## src/rtl/cfq_pkg.sv

```systemverilog
// Shared types, codes and constants of the circular FIFO queue.
package cfq_pkg;

  // Default ring storage depth.
  localparam int CFQ_DEPTH = 16;

  // Widths of the fields and of the register port.
  localparam int WORD_W = 32;
  localparam int CMD_W = 2;
  localparam int STAT_W = 2;
  localparam int SLOT_W = 5;
  localparam int APB_DW = 32;
  localparam int APB_AW = 2;

  // Register addresses.
  localparam logic [APB_AW-1:0] ADDR_SLOTS_IN_USE = '0;

  // Command codes.
  localparam logic [CMD_W-1:0] CMD_ENQ = 2'd0;
  localparam logic [CMD_W-1:0] CMD_DEQ = 2'd1;
  localparam logic [CMD_W-1:0] CMD_DUMP = 2'd2;
  localparam logic [CMD_W-1:0] CMD_NONE = 2'd3;

  // Result status codes.
  localparam logic [STAT_W-1:0] STAT_OK = 2'd0;
  localparam logic [STAT_W-1:0] STAT_FULL = 2'd1;
  localparam logic [STAT_W-1:0] STAT_EMPTY = 2'd2;

  // Commands from the controller to the datapath.
  typedef struct packed {
    logic take_item;
    logic load_read;
    logic next_read;
  } dp_cmd_t;

  // Status from the datapath to the controller.
  typedef struct packed {
    logic needs_read;
    logic no_result;
    logic more;
  } dp_stat_t;

endpackage

```

## src/rtl/cfq_ctrl.sv

```systemverilog
// Controller state machine of the circular FIFO queue.
module cfq_ctrl
  import cfq_pkg::*;
(
  input  logic     clk,
  input  logic     rst,
  input  logic     in_valid,
  output logic     in_ready,
  output logic     out_valid,
  input  logic     out_ready,
  input  dp_stat_t dp_stat,
  output dp_cmd_t  dp_cmd
);

  typedef enum logic [2:0] {
    ST_IDLE = 3'b001,
    ST_READ = 3'b010,
    ST_OUT  = 3'b100
  } state_t;

  state_t state;
  state_t state_next;

  // Next state and datapath commands.
  always_comb begin
    state_next = state;
    dp_cmd = '0;
    in_ready = 1'b0;
    out_valid = 1'b0;
    unique case (state)
      ST_IDLE: begin
        in_ready = 1'b1;
        if (in_valid) begin
          dp_cmd.take_item = 1'b1;
          if (dp_stat.no_result) begin
            state_next = ST_IDLE;
          end else if (dp_stat.needs_read) begin
            state_next = ST_READ;
          end else begin
            state_next = ST_OUT;
          end
        end
      end
      ST_READ: begin
        dp_cmd.load_read = 1'b1;
        state_next = ST_OUT;
      end
      ST_OUT: begin
        out_valid = 1'b1;
        if (out_ready) begin
          if (dp_stat.more) begin
            dp_cmd.next_read = 1'b1;
            state_next = ST_READ;
          end else begin
            state_next = ST_IDLE;
          end
        end
      end
      default: begin
        state_next = ST_IDLE;
      end
    endcase
  end

  // State register.
  always_ff @(posedge clk) begin
    if (rst) begin
      state <= ST_IDLE;
    end else begin
      state <= state_next;
    end
  end

endmodule

```

## src/rtl/cfq_datapath.sv

```systemverilog
// Datapath of the circular FIFO queue: ring indices, slot memory and result register.
module cfq_datapath
  import cfq_pkg::*;
#(
  parameter int DEPTH = CFQ_DEPTH
) (
  input  logic                     clk,
  input  logic                     rst,
  input  logic [CMD_W-1:0]         cmd,
  input  logic signed [WORD_W-1:0] value,
  input  logic                     cfg_wr,
  input  logic [SLOT_W-1:0]        cfg_data,
  output logic [SLOT_W-1:0]        slots_in_use,
  input  dp_cmd_t                  dp_cmd,
  output dp_stat_t                 dp_stat,
  output logic [STAT_W-1:0]        status,
  output logic signed [WORD_W-1:0] data,
  output logic                     last
);

  localparam int IDX_W = (DEPTH > 1) ? $clog2(DEPTH) : 1;
  localparam int CMP_W = (IDX_W + 1 > SLOT_W) ? IDX_W + 1 : SLOT_W;
  localparam int SLOT_MAX_I = (DEPTH < 31) ? DEPTH : 31;
  localparam int SLOT_RST_I = (DEPTH < 16) ? DEPTH : 16;
  localparam logic [SLOT_W-1:0] SLOT_MAX = SLOT_W'(SLOT_MAX_I);
  localparam logic [SLOT_W-1:0] SLOT_RST = SLOT_W'(SLOT_RST_I);
  localparam logic [SLOT_W-1:0] SLOT_MIN = SLOT_W'(2);

  logic [WORD_W-1:0] mem [DEPTH];
  logic [WORD_W-1:0] rdata;
  logic [IDX_W-1:0]  head;
  logic [IDX_W-1:0]  tail;
  logic [IDX_W-1:0]  cursor;
  logic              dumping;

  logic [IDX_W-1:0]  head_inc;
  logic [IDX_W-1:0]  tail_inc;
  logic [IDX_W-1:0]  cursor_inc;
  logic [IDX_W-1:0]  rd_addr;
  logic              rd_en;
  logic              empty;
  logic              full;
  logic [SLOT_W-1:0] slot_sat;

  // Step an index round the ring, wrapping at the configured size.
  function automatic logic [IDX_W-1:0] ring_next(input logic [IDX_W-1:0] idx,
                                                 input logic [SLOT_W-1:0] size);
    logic [CMP_W-1:0] inc;
    inc = CMP_W'(idx) + CMP_W'(1);
    return (inc >= CMP_W'(size)) ? '0 : inc[IDX_W-1:0];
  endfunction

  assign head_inc = ring_next(head, slots_in_use);
  assign tail_inc = ring_next(tail, slots_in_use);
  assign cursor_inc = ring_next(cursor, slots_in_use);
  assign empty = (head == tail);
  assign full = (tail_inc == head);

  // Saturate a written ring size into the supported range.
  always_comb begin
    if (cfg_data < SLOT_MIN) begin
      slot_sat = SLOT_MIN;
    end else if (cfg_data > SLOT_MAX) begin
      slot_sat = SLOT_MAX;
    end else begin
      slot_sat = cfg_data;
    end
  end

  // Status for the controller, decoded from the offered command.
  always_comb begin
    dp_stat.needs_read = 1'b0;
    dp_stat.no_result = 1'b0;
    unique case (cmd)
      CMD_ENQ: dp_stat.needs_read = 1'b0;
      CMD_DEQ, CMD_DUMP: dp_stat.needs_read = !empty;
      CMD_NONE: dp_stat.no_result = 1'b1;
      default: dp_stat.no_result = 1'b1;
    endcase
    dp_stat.more = dumping && (cursor != tail);
  end

  // Memory read address: the oldest entry on a new request, else the next dump entry.
  always_comb begin
    rd_en = 1'b0;
    rd_addr = head_inc;
    if (dp_cmd.take_item && dp_stat.needs_read) begin
      rd_en = 1'b1;
    end else if (dp_cmd.next_read) begin
      rd_en = 1'b1;
      rd_addr = cursor_inc;
    end
  end

  // Slot memory with a registered read port.
  always_ff @(posedge clk) begin
    if (dp_cmd.take_item && cmd == CMD_ENQ && !full) begin
      mem[tail_inc] <= value;
    end
    if (rd_en) begin
      rdata <= mem[rd_addr];
    end
  end

  // Ring indices, ring size and dump tracking.
  always_ff @(posedge clk) begin
    if (rst) begin
      head <= '0;
      tail <= '0;
      cursor <= '0;
      dumping <= 1'b0;
      slots_in_use <= SLOT_RST;
    end else if (cfg_wr) begin
      head <= '0;
      tail <= '0;
      slots_in_use <= slot_sat;
    end else if (dp_cmd.take_item) begin
      case (cmd)
        CMD_ENQ: begin
          if (!full) begin
            tail <= tail_inc;
          end
          dumping <= 1'b0;
        end
        CMD_DEQ: begin
          if (!empty) begin
            head <= head_inc;
          end
          dumping <= 1'b0;
        end
        CMD_DUMP: begin
          cursor <= head_inc;
          dumping <= !empty;
        end
        default: begin
          dumping <= 1'b0;
        end
      endcase
    end else if (dp_cmd.next_read) begin
      cursor <= cursor_inc;
    end
  end

  // Result register: loaded directly for enqueues and empty requests, from memory otherwise.
  always_ff @(posedge clk) begin
    if (dp_cmd.take_item) begin
      last <= 1'b1;
      case (cmd)
        CMD_ENQ: begin
          status <= full ? STAT_FULL : STAT_OK;
          data <= full ? '0 : value;
        end
        default: begin
          status <= STAT_EMPTY;
          data <= '0;
        end
      endcase
    end else if (dp_cmd.load_read) begin
      status <= STAT_OK;
      data <= rdata;
      last <= !dumping || (cursor == tail);
    end
  end

endmodule

```

## src/rtl/circular_fifo_queue.sv

```systemverilog
// Top level of the circular FIFO queue: register port, controller and datapath.
//
// A ring-buffer queue of signed 32-bit words with a ring of slots_in_use slots,
// of which one always stays free. Requests arrive on the input channel
// (in_valid/in_ready, fields cmd and value); results leave on the output
// channel (out_valid/out_ready, fields status, data and last).
// Enqueue presents its result in the cycle after acceptance. A dequeue result
// passes first through the registered read of the slot memory and then the
// result register; an empty dequeue or dump behaves like an enqueue. A dump
// gives one result per stored word, each read from the slot memory, with last
// set on the newest word. One request is in flight at a time: the next is
// accepted in the cycle after the final result of the previous one is taken.
// When the receiver stalls, the result is held in the output register and no
// new request is accepted. Reset empties the queue and sets the ring size to
// sixteen slots (or the depth, if smaller); writing slots_in_use over the
// register port also empties the queue and must only be done while idle.
module circular_fifo_queue
  import cfq_pkg::*;
#(
  parameter int DEPTH = CFQ_DEPTH
) (
  input  logic                     clk,
  input  logic                     rst,
  input  logic                     in_valid,
  output logic                     in_ready,
  input  logic [CMD_W-1:0]         cmd,
  input  logic signed [WORD_W-1:0] value,
  output logic                     out_valid,
  input  logic                     out_ready,
  output logic [STAT_W-1:0]        status,
  output logic signed [WORD_W-1:0] data,
  output logic                     last,
  input  logic                     psel,
  input  logic                     penable,
  input  logic                     pwrite,
  input  logic [APB_AW-1:0]        paddr,
  input  logic [APB_DW-1:0]        pwdata,
  output logic [APB_DW-1:0]        prdata,
  output logic                     pready
);

  dp_cmd_t           dp_cmd;
  dp_stat_t          dp_stat;
  logic              cfg_wr;
  logic [SLOT_W-1:0] slots_in_use;

  // Register port: a single register, read at address zero; a write to any address sets it.
  assign pready = 1'b1;
  assign cfg_wr = psel && penable && pwrite && pready;
  always_comb begin
    prdata = '0;
    if (paddr == ADDR_SLOTS_IN_USE) begin
      prdata = {{(APB_DW - SLOT_W){1'b0}}, slots_in_use};
    end
  end

  cfq_ctrl u_ctrl (
    .clk       (clk),
    .rst       (rst),
    .in_valid  (in_valid),
    .in_ready  (in_ready),
    .out_valid (out_valid),
    .out_ready (out_ready),
    .dp_stat   (dp_stat),
    .dp_cmd    (dp_cmd)
  );

  cfq_datapath #(
    .DEPTH (DEPTH)
  ) u_datapath (
    .clk          (clk),
    .rst          (rst),
    .cmd          (cmd),
    .value        (value),
    .cfg_wr       (cfg_wr),
    .cfg_data     (pwdata[SLOT_W-1:0]),
    .slots_in_use (slots_in_use),
    .dp_cmd       (dp_cmd),
    .dp_stat      (dp_stat),
    .status       (status),
    .data         (data),
    .last         (last)
  );

endmodule
```

## config.mk

```make
export PLATFORM = sky130hd
export DESIGN_NAME = circular_fifo_queue
export DESIGN_NICKNAME = d
export VERILOG_FILES = /design/src/rtl/cfq_pkg.sv /design/src/rtl/cfq_ctrl.sv /design/src/rtl/cfq_datapath.sv /design/src/rtl/circular_fifo_queue.sv
export SDC_FILE = /design/constraint.sdc
export NUM_CORES = 1
export LEC_CHECK = 0
export BUFFER_PORTS_ARGS = -buffer_cell sky130_fd_sc_hd__buf_2
export CAP_MARGIN = 5
export CORE_UTILIZATION = 45
export DETAILED_ROUTE_END_ITERATION = 7
export PLACE_DENSITY = 0.6
export SLEW_MARGIN = 40
export SYNTH_ARGS = -nofsm -noshare
export SYNTH_HDL_FRONTEND = slang
export SYNTH_SLANG_ARGS = --single-unit
```

## constraint.sdc

```tcl
create_clock -name clk -period 19.3 [get_ports clk]
set_input_delay 0.965 -clock clk [delete_from_list [all_inputs] [get_ports clk]]
set_output_delay 0.965 -clock clk [all_outputs]
set_load 0.03 [all_outputs]
```

==> run metrics <==
status=finished, final reports clean; Synth-to-Final Area Change=13.5%; Row Count=84; worst clock skew=28.3 ps; crit path from=u_datapath.head[1]$_SDFFE_PP0P_; GRT Util Overall=19.8%; clock tree buffer depth=3; port bufs=89; number of warning messages in the yosys log=0; Overall Power=0.00273 W; final net count=1,598; Crit Path Category=reg -> reg; Max FO, Critical Path=66; final antenna-violating net count=0; final worst-path cycle share=27.2%; hpwl dp=26,200 µm; RSZ-0062 raised after global routing=no; hold-fix buffers at CTS=0; number of flops mapped to enable cells by yosys=578; CTS HTree Levels=2; max-cap violations=0; minimum clock period=5240 ps; Pleak=10.7 nW; total routed wirelength=53,300 µm; core area=0.0526 mm²; P per Cell Area=101 mW/mm²; post-route cell area=0.0272 mm²; placed inst area=0.0252 mm²; Setup-failing EPs final=0; Seq pwr share=53.1%; worst hold path stage count=2; Worst setup SP type=flop; Cell Area, Synth=0.0239 mm²; Worst R2R Setup Slack=14,060 ps; Clock Power Share=42.3%; Non-Filler Instances=2,240; TritonCTS Buffers=60; XOR/XNOR share of the synthesized area=0.586%; NetSw=0.000583 W; met2 GRT Util=31.0%; met1 Resource Use GR=28.4%; sequential-to-total area share from yosys stat=74.4%; FILL cells=4,245; ys flop type=edfxtp_1; Synth cell types=61; main combinational cell family by area after synthesis=multiplexers; Gate power share=4.6%; arrival time worst endpoint=5580 ps; largest net degree at the start of global routing=80; I/O pin total=145; Root Buffer=clkbuf_16; R2R Path End=u_datapath.rdata[12]$_DFFE_PP_; Net Sw Frac=21.3%; Max Fclk=191 MHz; vias=12,600; ys async rst share=0%; GR Layer Usage met3=2.93%; worst r2r src=u_datapath.head[1]$_SDFFE_PP0P_; HP Class=reg -> reg; total gr overflow=0; Slew headroom=44.9%; Synth Area in Compound Gates=6.23%; final slew viol count=0; vias in the first global route=12,300; Simple-Gate Fraction of Synth Area=3.81%; share of layout cells above drive strength 1=15.4%; Die X=233 µm; most used routing layer=met2; P_int=0.00215 W; first-pass GRT wire length=78,600 µm; Die Height=233 µm; postcts setup bufs=0; synthesized netlist cell count=1,398; FF+latch count, synth=600; setup TNS=0 ps; Die ar.=0.0541 mm²; Max VDD drop=0.0676 mV; dpl cells=2,127; Critical Path End Type=flop; worst skew pair latency=620 ps; drt wl/cell=23.8 µm; initial core utilization=45.5%; drt pass-1 iters=5; Mapped Avg Cell Area=17.1 µm²; DRC errors left=0; hold path startpoint=u_datapath.dumping$_SDFFE_PP0P_; Final Hold Fails=0; Gates resized, CTS repair=0; Worst-path clk slew=70 ps; routability congestion estimate=0.746; Iter 0 DRT Violations=1,056; vias per cell=5.64; multiplexer share of the synthesized area=11.2%; initial antenna violation count=2; Adder-Cell Fraction of Synth Area=1.15%; Clock Sinks=600; Critical Path RT=19,640 ps; Register-to-Register Path Depth=13; Hold EP=u_datapath.dumping$_SDFFE_PP0P_; Worst Tran Pin Value=827 ps; CTS tree=done
final cells by class:
class                      instances  area (µm²)  area share [%]
inverter                          15        56.3           0.207
clock buffer                      72        1570            5.77
sequential                       600       17800            65.5
antenna                            1        2.50         0.00921
timing repair buffer             114         673            2.48
multi-input combinational        710        5800            21.4
tap                              688         861            3.17
clock inverter                    40         397            1.46
logic make-up after synthesis:
kind of cell / after synthesis
AO/OA/AOI/OAI: 219
XOR/XNOR: 16
adder cells (fa/ha/maj): 22
buffers and inverters: 114
flip-flops: 600
multiplexers: 266
other: 2
AND/OR/NAND/NOR: 159
critical path, stage by stage (launching register included):
cell and delay [ps]:
dfxtp_1 520, ha_1 250, xor2_1 330, ha_1 190, and3_1 150, o21ai_0 230, and3_1 340, mux2i_4 160
buf_6 520, buf_12 470, buf_6 680, mux2i_1 260, o22ai_1 130, or4_1 560
per-layer routing:
layer,vias to the layer above,routed length (µm)
met5,-,13
met4,2,1170
met3,90,3030
met2,377,25000
met1,6374,24100
li1,5795,-
registers in the layout, summed over array words and instances (netlist names):
register	count
u_ctrl.state	3
u_datapath.cursor	4
u_datapath.data	32
u_datapath.dumping	1
u_datapath.head	4
u_datapath.last	1
u_datapath.mem	512
u_datapath.rdata	32
u_datapath.slots_in_use	5
u_datapath.status	2
u_datapath.tail	4
per-stage QoR:
step / hold slack, ps / setup slack [ps] / utilization [%]
6_report: 479 / 14060 / 51.7
4_1_cts: 481 / 14080 / 51.7
2_1_floorplan: 450 / 13150 / -
3_5_place_dp: 470 / 14140 / 47.9
3_3_place_gp: 462 / 13340 / 47.8
5_1_grt: 525 / 13730 / 51.7
placed cells by master (no fill, tap or decap), drive strengths merged, types with 3 or more instances in the layout:
cell      count
nor3b         3
o21ai        12
buf         114
o21a          3
xor2          7
mux2i       265
o41ai         3
a21oi        17
o22ai       128
ha           22
or4          32
nand3         7
edfxtp      578
bufinv        7
and3         11
clkinv       26
clkbuf       72
conb         28
a21o          3
dfxtp        22
xnor2         9
nand2b        7
nor4         17
inv          17
o2111ai       3
nor3         14
nand4         6
nand2        25
nor2         26
a22o         32
clkinvlp      5
worst max-delay path by stage:
stage / slack, ps / endpoint / depth (start not counted)
final: 14060 / u_datapath.rdata[12]$_DFFE_PP_ / 13
after global routing: 13730 / u_datapath.rdata[15]$_DFFE_PP_ / 13
after CTS: 14080 / u_datapath.rdata[12]$_DFFE_PP_ / 13
after detailed placement: 14140 / u_datapath.rdata[12]$_DFFE_PP_ / 13
after global placement: 13340 / u_datapath.rdata[4]$_DFFE_PP_ / 13
after floorplan: 13150 / u_datapath.mem[10][0]$_DFFE_PP_ / 10
power by group through the flow:
| stage | Combinational, W | Sequential (W) | Clock, W |
|---|---|---|---|
| final | 0.000127 | 0.00145 | 0.00116 |
| after global routing | 0.000138 | 0.00145 | 0.00122 |
| after CTS | 0.000129 | 0.00145 | 0.00118 |
| after detailed placement | 0.000129 | 0.00148 | 0 |
| after global placement | 0.000125 | 0.00148 | 0 |
| after floorplan | 0.0000613 | 0.00150 | 0 |
synth_stat cells, types with 3 or more instances:
cell type | number | share of area [%]
a21o_1 | 3 | 0.094
a21oi_1 | 17 | 0.36
a22o_1 | 32 | 1.2
and3_1 | 11 | 0.29
buf_2 | 39 | 0.82
buf_4 | 31 | 0.97
buf_6 | 5 | 0.24
clkbuf_1 | 22 | 0.35
dfxtp_1 | 22 | 1.8
edfxtp_1 | 578 | 73
ha_1 | 22 | 1.2
inv_1 | 14 | 0.22
mux2i_1 | 265 | 11
nand2_1 | 23 | 0.36
nand2b_1 | 7 | 0.18
nand3_1 | 6 | 0.13
nand4_1 | 6 | 0.16
nor2_1 | 26 | 0.41
nor3_1 | 14 | 0.29
nor3b_1 | 3 | 0.094
nor4_1 | 17 | 0.44
o2111ai_1 | 3 | 0.11
o21a_1 | 3 | 0.094
o21ai_0 | 9 | 0.19
o22ai_1 | 128 | 3.3
o41ai_1 | 3 | 0.11
or4_1 | 32 | 1.0
xnor2_1 | 9 | 0.33
xor2_1 | 7 | 0.26
Power figures use the tool's default switching activity.
